===== config.mk =====
export PLATFORM = sky130hd
export DESIGN_NAME = crossing_state_detector
export DESIGN_NICKNAME = d
export VERILOG_FILES = /design/src/sv/csd_pkg.sv /design/src/sv/csd_update.sv /design/src/sv/crossing_state_detector.sv
export VERILOG_INCLUDE_DIRS = /design/src /design/src/sv
export SDC_FILE = /design/constraint.sdc
export NUM_CORES = 1
export LEC_CHECK = 0
export ABC_CLOCK_PERIOD_IN_PS = 5100
export BUFFER_PORTS_ARGS = -buffer_cell sky130_fd_sc_hd__buf_2
export CORE_MARGIN = 1.5
export CORE_UTILIZATION = 40
export CTS_CLUSTER_DIAMETER = 50
export DETAILED_ROUTE_END_ITERATION = 7
export SYNTH_ARGS = -nofsm -noshare
export SYNTH_HDL_FRONTEND = slang
export SYNTH_SLANG_ARGS = --single-unit

===== constraint.sdc =====
create_clock -name clk -period 5.1 [get_ports clk]
set_input_delay 0.51 -clock clk [delete_from_list [all_inputs] [get_ports clk]]
set_output_delay 0.51 -clock clk [all_outputs]
set_load 0.03 [all_outputs]

===== src/sv/crossing_state_detector_defines.svh =====
// Assertion macros for the crossing state detector.
`ifndef CROSSING_STATE_DETECTOR_DEFINES_SVH
`define CROSSING_STATE_DETECTOR_DEFINES_SVH

`ifndef SYNTHESIS
// Checked on every clock edge outside reset.
`define CSD_ASSERT(label, prop) \
  label: assert property (@(posedge clk) disable iff (rst) prop) \
    else $error("crossing_state_detector: assertion failed");
// Checked on every clock edge, reset included.
`define CSD_ASSERT_ALWAYS(label, prop) \
  label: assert property (@(posedge clk) prop) \
    else $error("crossing_state_detector: assertion failed");
`else
`define CSD_ASSERT(label, prop)
`define CSD_ASSERT_ALWAYS(label, prop)
`endif

`endif


===== src/sv/csd_pkg.sv =====
// Types and constants shared by the crossing state detector modules.
package csd_pkg;

  localparam int ROW_BITS = 10;
  localparam int CNT_BITS = 4;
  localparam int ANGLE_BITS = 16;
  localparam int THR_BITS = 4;
  localparam int CFG_DATA_BITS = 10;
  localparam int CFG_INDEX_BITS = 2;

  // Track state codes carried in state_in and state_out.
  localparam logic [1:0] ST_NORMAL    = 2'd0;
  localparam logic [1:0] ST_CROSS_IN  = 2'd1;
  localparam logic [1:0] ST_CROSS_OUT = 2'd2;
  localparam logic [1:0] ST_OTHER     = 2'd3;

  // Configuration register indexes.
  localparam logic [CFG_INDEX_BITS-1:0] REG_ENTRY_THRESHOLD = 2'd0;
  localparam logic [CFG_INDEX_BITS-1:0] REG_EXIT_THRESHOLD  = 2'd1;
  localparam logic [CFG_INDEX_BITS-1:0] REG_JUMP_ROWS       = 2'd2;

  localparam logic [THR_BITS-1:0] ENTRY_THRESHOLD_RESET = 4'd4;
  localparam logic [THR_BITS-1:0] EXIT_THRESHOLD_RESET  = 4'd6;
  localparam logic [ROW_BITS-1:0] JUMP_ROWS_RESET       = ROW_BITS'(20);

  typedef struct packed {
    logic [1:0]                   state_in;
    logic                         left_valid;
    logic signed [ANGLE_BITS-1:0] left_angle;
    logic [ROW_BITS-1:0]          left_row;
    logic                         right_valid;
    logic signed [ANGLE_BITS-1:0] right_angle;
    logic [ROW_BITS-1:0]          right_row;
  } item_t;

  typedef struct packed {
    logic [THR_BITS-1:0] entry_threshold;
    logic [THR_BITS-1:0] exit_threshold;
    logic [ROW_BITS-1:0] jump_rows;
  } cfg_t;

  // Tracking context carried from one item to the next.
  typedef struct packed {
    logic [CNT_BITS-1:0] count;
    logic [ROW_BITS-1:0] left_prev_row;
    logic                left_seen;
    logic [ROW_BITS-1:0] right_prev_row;
    logic                right_seen;
  } ctx_t;

endpackage


===== src/sv/csd_update.sv =====
// Next track state and next tracking context for one item.
module csd_update (
  input  csd_pkg::item_t item,
  input  csd_pkg::cfg_t  cfg,
  input  csd_pkg::ctx_t  ctx,
  output logic [1:0]     state_out,
  output csd_pkg::ctx_t  ctx_next
);

  logic                          pair_found;
  logic                          both_absent;
  logic                          cnt_up;
  logic [csd_pkg::CNT_BITS-1:0]  cnt_step;
  logic [csd_pkg::ROW_BITS:0]    left_limit;
  logic [csd_pkg::ROW_BITS:0]    right_limit;
  logic                          left_jump;
  logic                          right_jump;

  // Left corner leaning one way, right corner leaning the other.
  assign pair_found = item.left_valid && item.left_angle[csd_pkg::ANGLE_BITS-1] &&
                      item.right_valid && (item.right_angle != '0) &&
                      !item.right_angle[csd_pkg::ANGLE_BITS-1];
  assign both_absent = !item.left_valid && !item.right_valid;
  assign cnt_up = (item.state_in == csd_pkg::ST_NORMAL) ? pair_found : both_absent;

  // Saturating up/down counter step.
  always_comb begin
    cnt_step = ctx.count;
    if (cnt_up) begin
      if (ctx.count != '1) cnt_step = ctx.count + 1'b1;
    end else if (ctx.count != '0) begin
      cnt_step = ctx.count - 1'b1;
    end
  end

  // A jump counts when the row moved up by at least jump_rows.
  assign left_limit  = {1'b0, item.left_row} + {1'b0, cfg.jump_rows};
  assign right_limit = {1'b0, item.right_row} + {1'b0, cfg.jump_rows};
  assign left_jump   = item.left_valid && ctx.left_seen &&
                       ({1'b0, ctx.left_prev_row} >= left_limit);
  assign right_jump  = item.right_valid && ctx.right_seen &&
                       ({1'b0, ctx.right_prev_row} >= right_limit);

  always_comb begin
    state_out = item.state_in;
    ctx_next  = ctx;
    case (item.state_in)
      csd_pkg::ST_NORMAL: begin
        ctx_next.count = cnt_step;
        if (cnt_step >= cfg.entry_threshold) begin
          state_out = csd_pkg::ST_CROSS_IN;
          ctx_next  = '0;
        end
      end
      csd_pkg::ST_CROSS_IN: begin
        if (left_jump || right_jump) state_out = csd_pkg::ST_CROSS_OUT;
        if (item.left_valid) begin
          ctx_next.left_prev_row = item.left_row;
          ctx_next.left_seen     = 1'b1;
        end
        if (item.right_valid) begin
          ctx_next.right_prev_row = item.right_row;
          ctx_next.right_seen     = 1'b1;
        end
      end
      csd_pkg::ST_CROSS_OUT: begin
        ctx_next.count = cnt_step;
        if (cnt_step >= cfg.exit_threshold) begin
          state_out      = csd_pkg::ST_NORMAL;
          ctx_next.count = '0;
        end
      end
      default: begin
        state_out = item.state_in;
        ctx_next  = ctx;
      end
    endcase
  end

endmodule


===== src/sv/crossing_state_detector.sv =====
// An accepted item is captured by the input register, then by the result register once that
// is free or being read. Throughput: one item per cycle while m_axis_tready is high; the
// context update is a single pass of compares and a count step.
// While a result waits, the input register still takes one item, then the input stalls.
// Reset (rst, synchronous, active high) empties both stages, clears the counter and the
// remembered rows, and loads entry_threshold 4, exit_threshold 6 and jump_rows 20.
`include "crossing_state_detector_defines.svh"

module crossing_state_detector (
  input  logic                                clk,
  input  logic                                rst,
  input  logic                                s_axis_tvalid,
  output logic                                s_axis_tready,
  // state_in[1:0], left_valid[2], left_angle[18:3], left_row[28:19],
  // right_valid[29], right_angle[45:30], right_row[55:46]
  input  logic [55:0]                         s_axis_tdata,
  output logic                                m_axis_tvalid,
  input  logic                                m_axis_tready,
  // state_out[1:0], zero fill above
  output logic [7:0]                          m_axis_tdata,
  input  logic                                cfg_we,
  input  logic [csd_pkg::CFG_INDEX_BITS-1:0]  cfg_index,
  input  logic [csd_pkg::CFG_DATA_BITS-1:0]   cfg_data
);

  csd_pkg::cfg_t  cfg;
  csd_pkg::ctx_t  ctx;
  csd_pkg::ctx_t  ctx_next;
  csd_pkg::item_t in_item;
  logic           in_vld;
  logic           adv;
  logic [1:0]     state_next;
  logic [1:0]     out_state;
  logic           out_vld;

  assign adv           = in_vld && (!out_vld || m_axis_tready);
  assign s_axis_tready = !in_vld || adv;
  assign m_axis_tvalid = out_vld;
  assign m_axis_tdata  = {6'd0, out_state};

  always_ff @(posedge clk) begin
    if (rst) begin
      cfg.entry_threshold <= csd_pkg::ENTRY_THRESHOLD_RESET;
      cfg.exit_threshold  <= csd_pkg::EXIT_THRESHOLD_RESET;
      cfg.jump_rows       <= csd_pkg::JUMP_ROWS_RESET;
    end else if (cfg_we) begin
      case (cfg_index)
        csd_pkg::REG_ENTRY_THRESHOLD: cfg.entry_threshold <= cfg_data[csd_pkg::THR_BITS-1:0];
        csd_pkg::REG_EXIT_THRESHOLD:  cfg.exit_threshold  <= cfg_data[csd_pkg::THR_BITS-1:0];
        csd_pkg::REG_JUMP_ROWS:       cfg.jump_rows       <= cfg_data[csd_pkg::ROW_BITS-1:0];
        default: ;
      endcase
    end
  end

  // Input stage.
  always_ff @(posedge clk) begin
    if (rst) begin
      in_vld <= 1'b0;
    end else if (s_axis_tvalid && s_axis_tready) begin
      in_vld <= 1'b1;
    end else if (adv) begin
      in_vld <= 1'b0;
    end
  end

  always_ff @(posedge clk) begin
    if (s_axis_tvalid && s_axis_tready) begin
      in_item.state_in    <= s_axis_tdata[1:0];
      in_item.left_valid  <= s_axis_tdata[2];
      in_item.left_angle  <= s_axis_tdata[18:3];
      in_item.left_row    <= s_axis_tdata[28:19];
      in_item.right_valid <= s_axis_tdata[29];
      in_item.right_angle <= s_axis_tdata[45:30];
      in_item.right_row   <= s_axis_tdata[55:46];
    end
  end

  csd_update u_update (
    .item      (in_item),
    .cfg       (cfg),
    .ctx       (ctx),
    .state_out (state_next),
    .ctx_next  (ctx_next)
  );

  // The context moves only when an item leaves the input stage.
  always_ff @(posedge clk) begin
    if (rst) begin
      ctx <= '0;
    end else if (adv) begin
      ctx <= ctx_next;
    end
  end

  // Result stage.
  always_ff @(posedge clk) begin
    if (rst) begin
      out_vld <= 1'b0;
    end else if (adv) begin
      out_vld <= 1'b1;
    end else if (m_axis_tready) begin
      out_vld <= 1'b0;
    end
  end

  always_ff @(posedge clk) begin
    if (adv) out_state <= state_next;
  end

  `CSD_ASSERT_ALWAYS(a_empty_after_reset, rst |=> !m_axis_tvalid)
  `CSD_ASSERT(a_advance_fills_result, adv |=> m_axis_tvalid)
  `CSD_ASSERT(a_left_forgotten_row_zero, !ctx.left_seen |-> ctx.left_prev_row == '0)
  `CSD_ASSERT(a_right_forgotten_row_zero, !ctx.right_seen |-> ctx.right_prev_row == '0)
  `CSD_ASSERT(a_other_passes, (adv && in_item.state_in == csd_pkg::ST_OTHER) |=>
    (out_state == csd_pkg::ST_OTHER) && $stable(ctx))

endmodule

After elaboration in Yosys (flattened, before gate mapping)
Index checks and enable logic that the tools add are counted.
- flip-flop bits (word level): 104
- bits of input ports: 73
- output and inout port bits: 10
- logic and storage cells: 85
- add/subtract/negate cells: 4
- order comparisons: 4
- eq/ne operators: 8
- muxes and demuxes: 18
- reductions and logical operators: 33
- operator list (cell ; count):
    case mux 22 bit (2 select lines) ; 1
    two-way mux 26 bit ; 1
    adder 10 x 10 -> 11 bit ; 2
    >= comparator 10 x 11 -> 1 bit ; 2
    two-way mux 11 bit ; 2
    two-way mux 4 bit ; 4
    nonzero test 16 bit ; 1
    logical AND 1 bit ; 11
    >= comparator 4 bit ; 2
    case mux 4 bit (2 select lines) ; 1
    AND reduction 2 bit ; 4
    AND reduction 4 bit ; 2
    nonzero test 2 bit ; 4
    two-way mux 2 bit ; 3
    inequality test 2 bit (second input constant) ; 3
    case mux 2 bit (3 select lines) ; 1
    logical NOT 1 bit ; 5
    two-way mux 1 bit ; 5
    adder 4 x 1 -> 4 bit (second input constant) ; 1
    equality test 2 x 1 -> 1 bit (second input constant) ; 2
    equality test 2 bit (second input constant) ; 2
    logical NOT 2 bit ; 2
    inequality test 4 bit (second input constant) ; 1
    nonzero test 4 bit ; 1
    other kinds (2) ; 4

Longest topological paths before layout
Gate-level depths: netlist of the first run.
- depth after elaboration: 9
- mapped depth: 15
- mapped depth without buffers: 15

By module
Synthesis of the first run repeated with hierarchy kept, for this count alone.
- cells, all modules: 542
- area, all modules: 5780.5 um^2
- modules (own cells, without submodules) (module ; times used ; cells an instance ; area an instance (um^2) ; sequential area each (um^2)):
    crossing_state_detector ; 1 ; 261 ; 3697.3 ; 2662.6
    csd_update ; 1 ; 281 ; 2083.2 ; 0.0

Worst setup path before layout of the first run
OpenSTA, ideal clock, no wires.
- path type: reg-to-reg
- from: register in_item[16] in the netlist's numbering
- to: register, netlist name ctx[22]
- library setup time: 69 ps
- arrival: 3231 ps
- data required time: 5031 ps
- setup slack: 1801 ps
- stages on the path, launching flop included: 13
- buffers on the path: 0
- clock period less this slack: 3299 ps
- cell sequence: edfxtp_1 -> nor4_2 -> nand4_2 -> a21oi_4 -> mux2i_1 -> xnor2_1 -> ha_1 -> nand2b_1 -> a2111oi_0 -> nor3_1 -> a211o_1 -> or3_1 -> o21ai_1
- cells in the longest elaborated chain, start to end: 8
- elaborated cells on any way between the ends: 10
- those cells by class: order compare: 2; mux: 5; reduce/logical: 3
- RTL lines (element ; RTL line ; text):
    start: declaration ; crossing_state_detector.sv:29 ; csd_pkg::item_t in_item;
    nonzero test 16 bit (*) ; csd_update.sv:21 ; item.right_valid && (item.right_angle != '0) &&
    logical AND 1 bit (*) (2 in series) ; csd_update.sv:21 ;
    two-way mux 1 bit (*) ; csd_update.sv:24 ; assign cnt_up = (item.state_in == csd_pkg::ST_NORMAL) ? pair_found : both_absent;
    two-way mux 4 bit (*) ; csd_update.sv:29 ; if (cnt_up) begin
    >= comparator 4 bit, on equally long branches ; csd_update.sv:68, csd_update.sv:50 ;
    two-way mux 4 bit / two-way mux 26 bit (equally long branches) ; csd_update.sv:68, csd_update.sv:50 ;
    case mux 4 bit (2 select lines) (*) ; csd_update.sv:47 ; case (item.state_in)
Every way passes the cells marked *; elsewhere a longest branch is shown, timed or not. The select of a mux whose other input is x is not followed.
A chain may end at the register's enable or synchronous reset.

Worst setup path in the final report of the first run
- from: register in_item[11] in the netlist's numbering
- to: register, netlist name ctx[13]
- cells in the longest elaborated chain, start to end: 8
- RTL lines (element ; RTL line ; text):
    nonzero test 16 bit ; csd_update.sv:21 ;
    logical AND 1 bit (2 in series) ; csd_update.sv:21 ;
    two-way mux 1 bit ; csd_update.sv:24 ;
    two-way mux 4 bit ; csd_update.sv:29 ;
    >= comparator 4 bit ; csd_update.sv:50 ; if (cnt_step >= cfg.entry_threshold) begin
    inequality test 2 bit (no source line) ; - ;
    AND reduction 4 bit (no source line) ; - ;
Every way passes these cells.

==> results of run 1 <==
==> final timing paths <==
path | slack, ns | end | cells after the start | start
max | 0.96 | ctx[13] | 12 | in_item[11]
min | 0.33 | in_item[5] | 1 | s_axis_tdata[51]
max reg2reg | 0.96 | ctx[13] | 12 | in_item[11]
min reg2reg | 0.47 | cfg[12] | 1 | cfg[12]
==> worst reg2reg max path, cell delays in order (launching register included) <==
cell       delay [ns]
edfxtp_1         0.37
nor4_2           0.34
nand4_2          0.28
a21oi_4          0.29
mux2i_1          0.39
xnor2_1          0.21
ha_1             0.28
nand2b_1         0.14
a2111oi_0        0.54
nor3_1           0.21
a21oi_1          0.74
a22oi_1          0.15
nor2_1           0.14
==> metal layers <==
| layer | GRT usage [%] | routed length [µm] | part of all wire (%) |
|---|---|---|---|
| met1 | 20.8 | 4750 | 48 |
| met2 | 26.3 | 4610 | 46 |
| met3 | 4.66 | 415 | 4.2 |
| met4 | 7.08 | 200 | 2.0 |
| met5 | 0 | 0 | 0 |
==> kinds of logic after synthesis <==
logic type,Yosys count,synth area share [%]
DFF,89,45.8
AOI/OAI and AO/OA,106,15.3
muxes,15,3.13
buffers and inverters,42,3.81
and+or+nand+nor,153,15.4
xor gates and xnor gates,15,2.72
adders and majority gates,52,13.8
other,1,0.0776
==> cells in the final DEF (no fill, tap or decap), types with 3 or more instances in the layout <==
cell / netlist / final
nor4_2: 3 / 3
o21ai_0: 14 / 14
a21o_1: 3 / 3
and3_1: 3 / 3
a21oi_1: 26 / 26
a211o_1: 7 / 7
dfxtp_1: 46 / 46
a311oi_1: 3 / 3
or3_1: 4 / 4
o21a_1: 5 / 5
clkinvlp_4: 0 / 3
nand3b_1: 4 / 4
nor2b_1: 8 / 8
a22oi_1: 20 / 20
nor3_1: 10 / 10
clkbuf_16: 0 / 9
nand3_1: 9 / 9
buf_2: 3 / 61
conb_1: 1 / 6
xor2_1: 10 / 10
inv_1: 22 / 22
mux2i_1: 14 / 14
o211ai_1: 4 / 4
edfxtp_1: 43 / 43
ha_1: 50 / 50
nand2b_1: 5 / 5
nand2_1: 23 / 23
xnor2_1: 5 / 5
nor2_1: 73 / 73
==> power breakdown <==
part	total, W	switching, W	leakage, nW	internal [W]
sequential	0.000804	0.0000218	0.792	0.000782
clock	0.000663	0.000285	0.135	0.000378
combinational	0.000220	0.000126	1.44	0.0000938
==> stage by stage <==
stage	power, W	instance area (µm²)
after detailed placement	0.00104	5240
after global placement	0.00103	5240
after global routing	0.00176	5530
final	0.00169	5530
after floorplan	0.000977	4850
after CTS	0.00171	5530
==> cell type report <==
cell class / instances / area [µm²] / share of cell area [%]
sequential: 89 / 2210 / 40.0
inverter: 22 / 82.6 / 1.49
multi-input combinational: 347 / 2460 / 44.4
clock buffer: 9 / 225 / 4.07
tap: 143 / 179 / 3.23
timing repair buffer: 61 / 305 / 5.52
clock inverter: 7 / 70.1 / 1.27
==> registers in the layout, summed over array words and instances (netlist names) <==
name           count
in_item           41
ctx               26
out_state          2
m_axis_tvalid      1
in_vld             1
cfg               18
==> run_results.csv, run 1 <==
group,metric,value,unit
placement,io_buffers,61,
placement,place_congestion,0.808,
timing,finalSetupTns,0,ns
synthesis,yosys_warnings,0,
synthesis,yosysMostFrequentCell,"nor2_1",
synthesis,ys_top_cells_by_area,"edfxtp_1, dfxtp_1, ha_1",
cells_and_area,nFillCells,1122,
cells_and_area,fin_cells,678,
synthesis,dominantRegCellSynth,"dfxtp_1",
die,pin_count,83,
route,first_pass_iters,5,
setup_path,worstPathCellList,"nor4_2 > nand4_2 > a21oi_4 > mux2i_1 > xnor2_1 > ha_1 > nand2b_1 > a2111oi_0 > nor3_1 > a21oi_1 > a22oi_1 > nor2_1",
die,rows,39,
setup_path,cpMaxStageDelayCell,"a21oi_1",
synthesis,syn_area,4830,µm²
setup_path,critPathKind,"flip-flop to flip-flop",
timing,finalCritPeriodShare,81.2,%
synthesis,ys_seq_area_share,45.8,%
die,start_util,41.6,%
cells_and_area,synthToLayoutAreaGrowth,14.4,%
route,num_vias,3595,
timing,worst_slack,0.959,ns
setup_path,cp.arrival,4.42,ns
global_route,grt_pass1_wl,16300,µm
setup_path,cp.buffers_inverters,0,
synthesis,synth-edff-count,43,
timing,final.min_clock_period,4.14,ns
global_route,antenna_found_initial,0,
setup_path,slowest_delay,0.74,ns
power,cellLeakagePower,2.37,nW
placement,hpwlAfterDp,7430,µm
timing,slew_viol_final,0,
clock_tree,holdBufCountCts,0,
setup_path,crit_path_start_kind,"flip-flop",
job,cap_violations,0,
global_route,grt.total_usage,16.4,%
synthesis,synthCells,473,
global_route,grt_overflow,0,
power,vdd_drop_max,0.156,mV
route,wl_per_cell,14.7,µm
timing,clock_skew,0.00769,ns
timing,worst_slew_pin_slew,1.11,ns
cells_and_area,fin_nets,655,
synthesis,ys_top_cells_by_count,"nor2_1, ha_1, dfxtp_1",
power,p_per_area,305,nW/µm²
clock_tree,cts_root_buf,"clkbuf_16",
clock_tree,ctsResizeCount,0,
clock_tree,cts_setup_buffers,0,
clock_tree,cts.sinks,89,
setup_path,cpLargestDelayFamily,"compound AO/OA/AOI/OAI gates",
route,drtIter0Drc,168,
timing,hold_viol,0,
timing,max_slew_margin,25.9,%
synthesis,yosysUniqueCellTypes,57,
setup_path,crit_required,5.38,ns
timing,fin_hold_ws,0.329,ns
synthesis,synth_seq_cells,89,
clock_tree,clk_pin_slew,0.06,ns
clock_tree,htree_levels,3,
synthesis,yosysTopAreaCell,"edfxtp_1",
cells_and_area,layout-drive-gt1-share,16.1,%
setup_path,cp-end-kind,"flip-flop",
outcome,status,"finished clean",
die,die_h,113,µm
cells_and_area,diodes,0,
timing,fmax,0.242,GHz
route,wl,9970,µm
placement,pre_cts_slack,0.963,ns
route,routed_via_density,5.30,
clock_tree,cts_max_path_buffers,2,
die,dieArea,12800,µm²
route,route.detailed.drc,0,
clock_tree,cts_tree,"yes",
synthesis,syn_avg_cell_area,10.2,µm²
placement,dp_cells,662,
setup_path,critPathMaxFanout,11,
global_route,grt_max_degree,47,
die,coreArea,11600,µm²
route,ant_nets,0,
clock_tree,clk_latency,0.35,ns
cells_and_area,final_util,47.6,%
die,dieWidth,113,µm
synthesis,netlist.area_leader.share,26.7,%
timing,rsz0062_at_grt,"no",
worst_hold_path,hp-class,"primary input to flip-flop",
global_route,grt_pass1_vias,3443,
clock_tree,cts_buffers,9,
timing,setup_violations,0,
synthesis,synthArstFlopShare,0,%
No activity file was read; power rests on OpenSTA's default activity.
==> inputs of run 2 (changes only) <==
ABC_AREA = 1   (was unset)
ABC_CLOCK_PERIOD_IN_PS = 3600   (was 5100)
clock period = 3.6 ns   (was 5.1 ns; I/O delays follow)
==> run 2 against run 1 <==
Net effect:
- count of clock-buffer cells in the layout grew 2
- utilization down 0.66 points
- cell area is 1.2% higher
- synthesized cell count increased by 18%
- power grew 43%
- critical path depth increased by 8
- non-clock buffer count grew 4
==> run_results.csv, run 2 <==
group,metric,value,unit
outcome,status,"finished clean",
synthesis,syn_avg_cell_area,8.73,µm²
setup_path,critPathMaxFanout,3,
setup_path,crit_required,3.71,ns
die,rows,40,
cells_and_area,final_util,47.0,%
power,cellLeakagePower,2.52,nW
synthesis,ys_seq_area_share,45.5,%
cells_and_area,regMostFlops,"in_item",
global_route,antenna_found_initial,0,
die,coreArea,11900,µm²
placement,io_buffers,61,
synthesis,yosysTopAreaCell,"edfxtp_1",
global_route,grt_pass1_wl,17400,µm
die,die_h,113,µm
route,ant_nets,0,
worst_hold_path,whs_path_depth,1,
route,routed_via_density,4.91,
cells_and_area,largest_reg_flops,41,
setup_path,reg2reg_depth,20,
setup_path,critPathKind,"flip-flop to flip-flop",
cells_and_area,final_common_cell,"nand2_1",
timing,worst_slew_pin_slew,0.784,ns
placement,hpwlAfterDp,7910,µm
placement,place_congestion,0.860,
synthesis,synth_seq_cells,89,
route,route.detailed.drc,0,
timing,finalSetupTns,0,ns
timing,max_slew_margin,47.8,%
route,first_pass_iters,4,
clock_tree,cts_tree,"yes",
global_route,grt_pass1_vias,3671,
global_route,grt.total_usage,17.7,%
clock_tree,cts_buffers,9,
timing,finalCritPeriodShare,84.1,%
clock_tree,htree_levels,3,
setup_path,worstReg2RegStart,"cfg[0]",
job,cap_violations,0,
synthesis,ys_top_cells_by_count,"nand2_1, inv_1, a21oi_1",
die,dieArea,12800,µm²
cells_and_area,fin_cells,772,
cells_and_area,diodes,0,
synthesis,dominantRegCellSynth,"dfxtp_1",
die,dieWidth,113,µm
worst_hold_path,hp-class,"primary input to flip-flop",
setup_path,cp.arrival,3.14,ns
synthesis,synthCells,557,
placement,dp_cells,756,
route,wl_per_cell,13.5,µm
cells_and_area,synthToLayoutAreaGrowth,15.1,%
clock_tree,cts_max_path_buffers,2,
synthesis,synth-edff-count,43,
clock_tree,clk_latency,0.35,ns
cells_and_area,mostFrequentLayoutCells,"nand2_1, buf_2, inv_1, a21oi_1, ha_1",
global_route,grt_max_degree,37,
cells_and_area,layout-drive-gt1-share,15.8,%
synthesis,syn_area,4860,µm²
synthesis,ys_top_cells_by_area,"edfxtp_1, dfxtp_1, ha_1",
worst_hold_path,hp-start,"s_axis_tdata[26]",
setup_path,crit_path_start_kind,"flip-flop",
timing,hold_viol,0,
timing,clock_skew,0.0100,ns
synthesis,netlist.area_leader.share,26.6,%
synthesis,yosys_warnings,0,
clock_tree,cts.sinks,89,
cells_and_area,top_regs,"in_item (41), ctx (26), cfg (18)",
clock_tree,cts_root_buf,"clkbuf_16",
synthesis,synthArstFlopShare,0,%
synthesis,yosysMostFrequentCell,"nand2_1",
timing,rsz0062_at_grt,"no",
setup_path,worstSetupStartpoint,"cfg[0]",
clock_tree,cts_setup_buffers,0,
timing,fmax,0.330,GHz
synthesis,yosysUniqueCellTypes,35,
route,num_vias,3787,
timing,setup_violations,0,
clock_tree,ctsResizeCount,0,
power,vdd_drop_max,0.299,mV
die,start_util,40.8,%
die,pin_count,83,
global_route,grt_overflow,0,
power,p_per_area,431,nW/µm²
timing,slew_viol_final,0,
cells_and_area,fin_nets,745,
clock_tree,holdBufCountCts,0,
timing,final.min_clock_period,3.03,ns
route,drtIter0Drc,144,
clock_tree,clk_pin_slew,0.07,ns
route,wl,10400,µm
setup_path,cp-end-kind,"flip-flop",
-- run 2: cell count changes in the layout (fill, tap and decap cells not counted), sizes merged, moves of 14 or more --
cell / before / now
nor2: 73 / 26
a22oi: 20 / 0
nand2: 23 / 131
inv: 23 / 71
mux2i: 14 / 0
nand3: 9 / 36
a21oi: 27 / 61
-- run 2: per-layer routing --
metal / wire, µm / track usage, % / up-vias
met4: 261 / 9.58 / 0
met3: 554 / 5.57 / 17
met2: 4840 / 28.6 / 73
li1: - / - / 1979
met1: 4770 / 21.1 / 1718
met5: 0 / 0 / -
-- run 2: kinds of logic (layout without fill, tap and decap cells) --
logic type | Yosys count | count (layout) | share of synthesized area, %
flip-flops | 89 | 89 | 45.5
other | 1 | 6 | 0.0771
XOR/XNOR | 20 | 20 | 3.60
adder cells (fa/ha/maj) | 52 | 52 | 13.7
buffers and inverters | 89 | 152 | 7.57
AND/OR/NAND/NOR | 212 | 212 | 18.7
AO/OA/AOI/OAI | 94 | 94 | 10.9
-- run 2: worst max-delay path: stages, from the launching register on --
cell and delay (ns):
dfxtp_1 0.39, ha_1 0.19, inv_1 0.05, fa_1 0.41, o21ai_2 0.22, a21oi_1 0.09
o21ai_1 0.15, xor2_1 0.17, ha_1 0.26, nand2_1 0.09, inv_1 0.04, a21oi_1 0.17
nand2_1 0.08, nand2_1 0.07, nand3_1 0.07, nand2_1 0.06, nand2_1 0.04, nand2_1 0.06
nand2_1 0.07, nand2_1 0.06, nand2_1 0.05
-- run 2: area by class of cell --
| cell class | count | area [µm²] |
|---|---|---|
| sequential | 89 | 2210 |
| tap | 147 | 184 |
| multi-input combinational | 384 | 2300 |
| fill | 1145 | 6320 |
| inverter | 71 | 267 |
| clock inverter | 5 | 63.8 |
| clock buffer | 11 | 233 |
| timing repair buffer | 65 | 335 |
-- run 2: path summary, 6_finish.rpt --
| path | end | slack (ns) |
|---|---|---|
| worst min register to register | ctx[0] | 0.46 |
| worst max-delay path | out_state[1] | 0.57 |
| worst min-delay path | in_item[34] | 0.18 |
| worst max register to register | out_state[1] | 0.57 |
-- run 2: metrics by stage --
step           area [µm²]  total power [W]  setup slack [ns]  hold slack [ns]
2_1_floorplan        4880          0.00139             0.932            0.436
3_3_place_gp         5300          0.00148             0.603            0.448
3_5_place_dp         5300          0.00149             0.563            0.452
4_1_cts              5600          0.00245             0.552            0.163
5_1_grt              5600          0.00253             0.298            0.162
6_report             5600          0.00241             0.573            0.179
-- run 2: power breakdown --
group	switching, W	leakage [nW]	internal, W
combinational	0.000202	1.58	0.000127
clock	0.000399	0.141	0.000544
sequential	0.0000270	0.793	0.00111
total	0.000628	2.52	0.00178
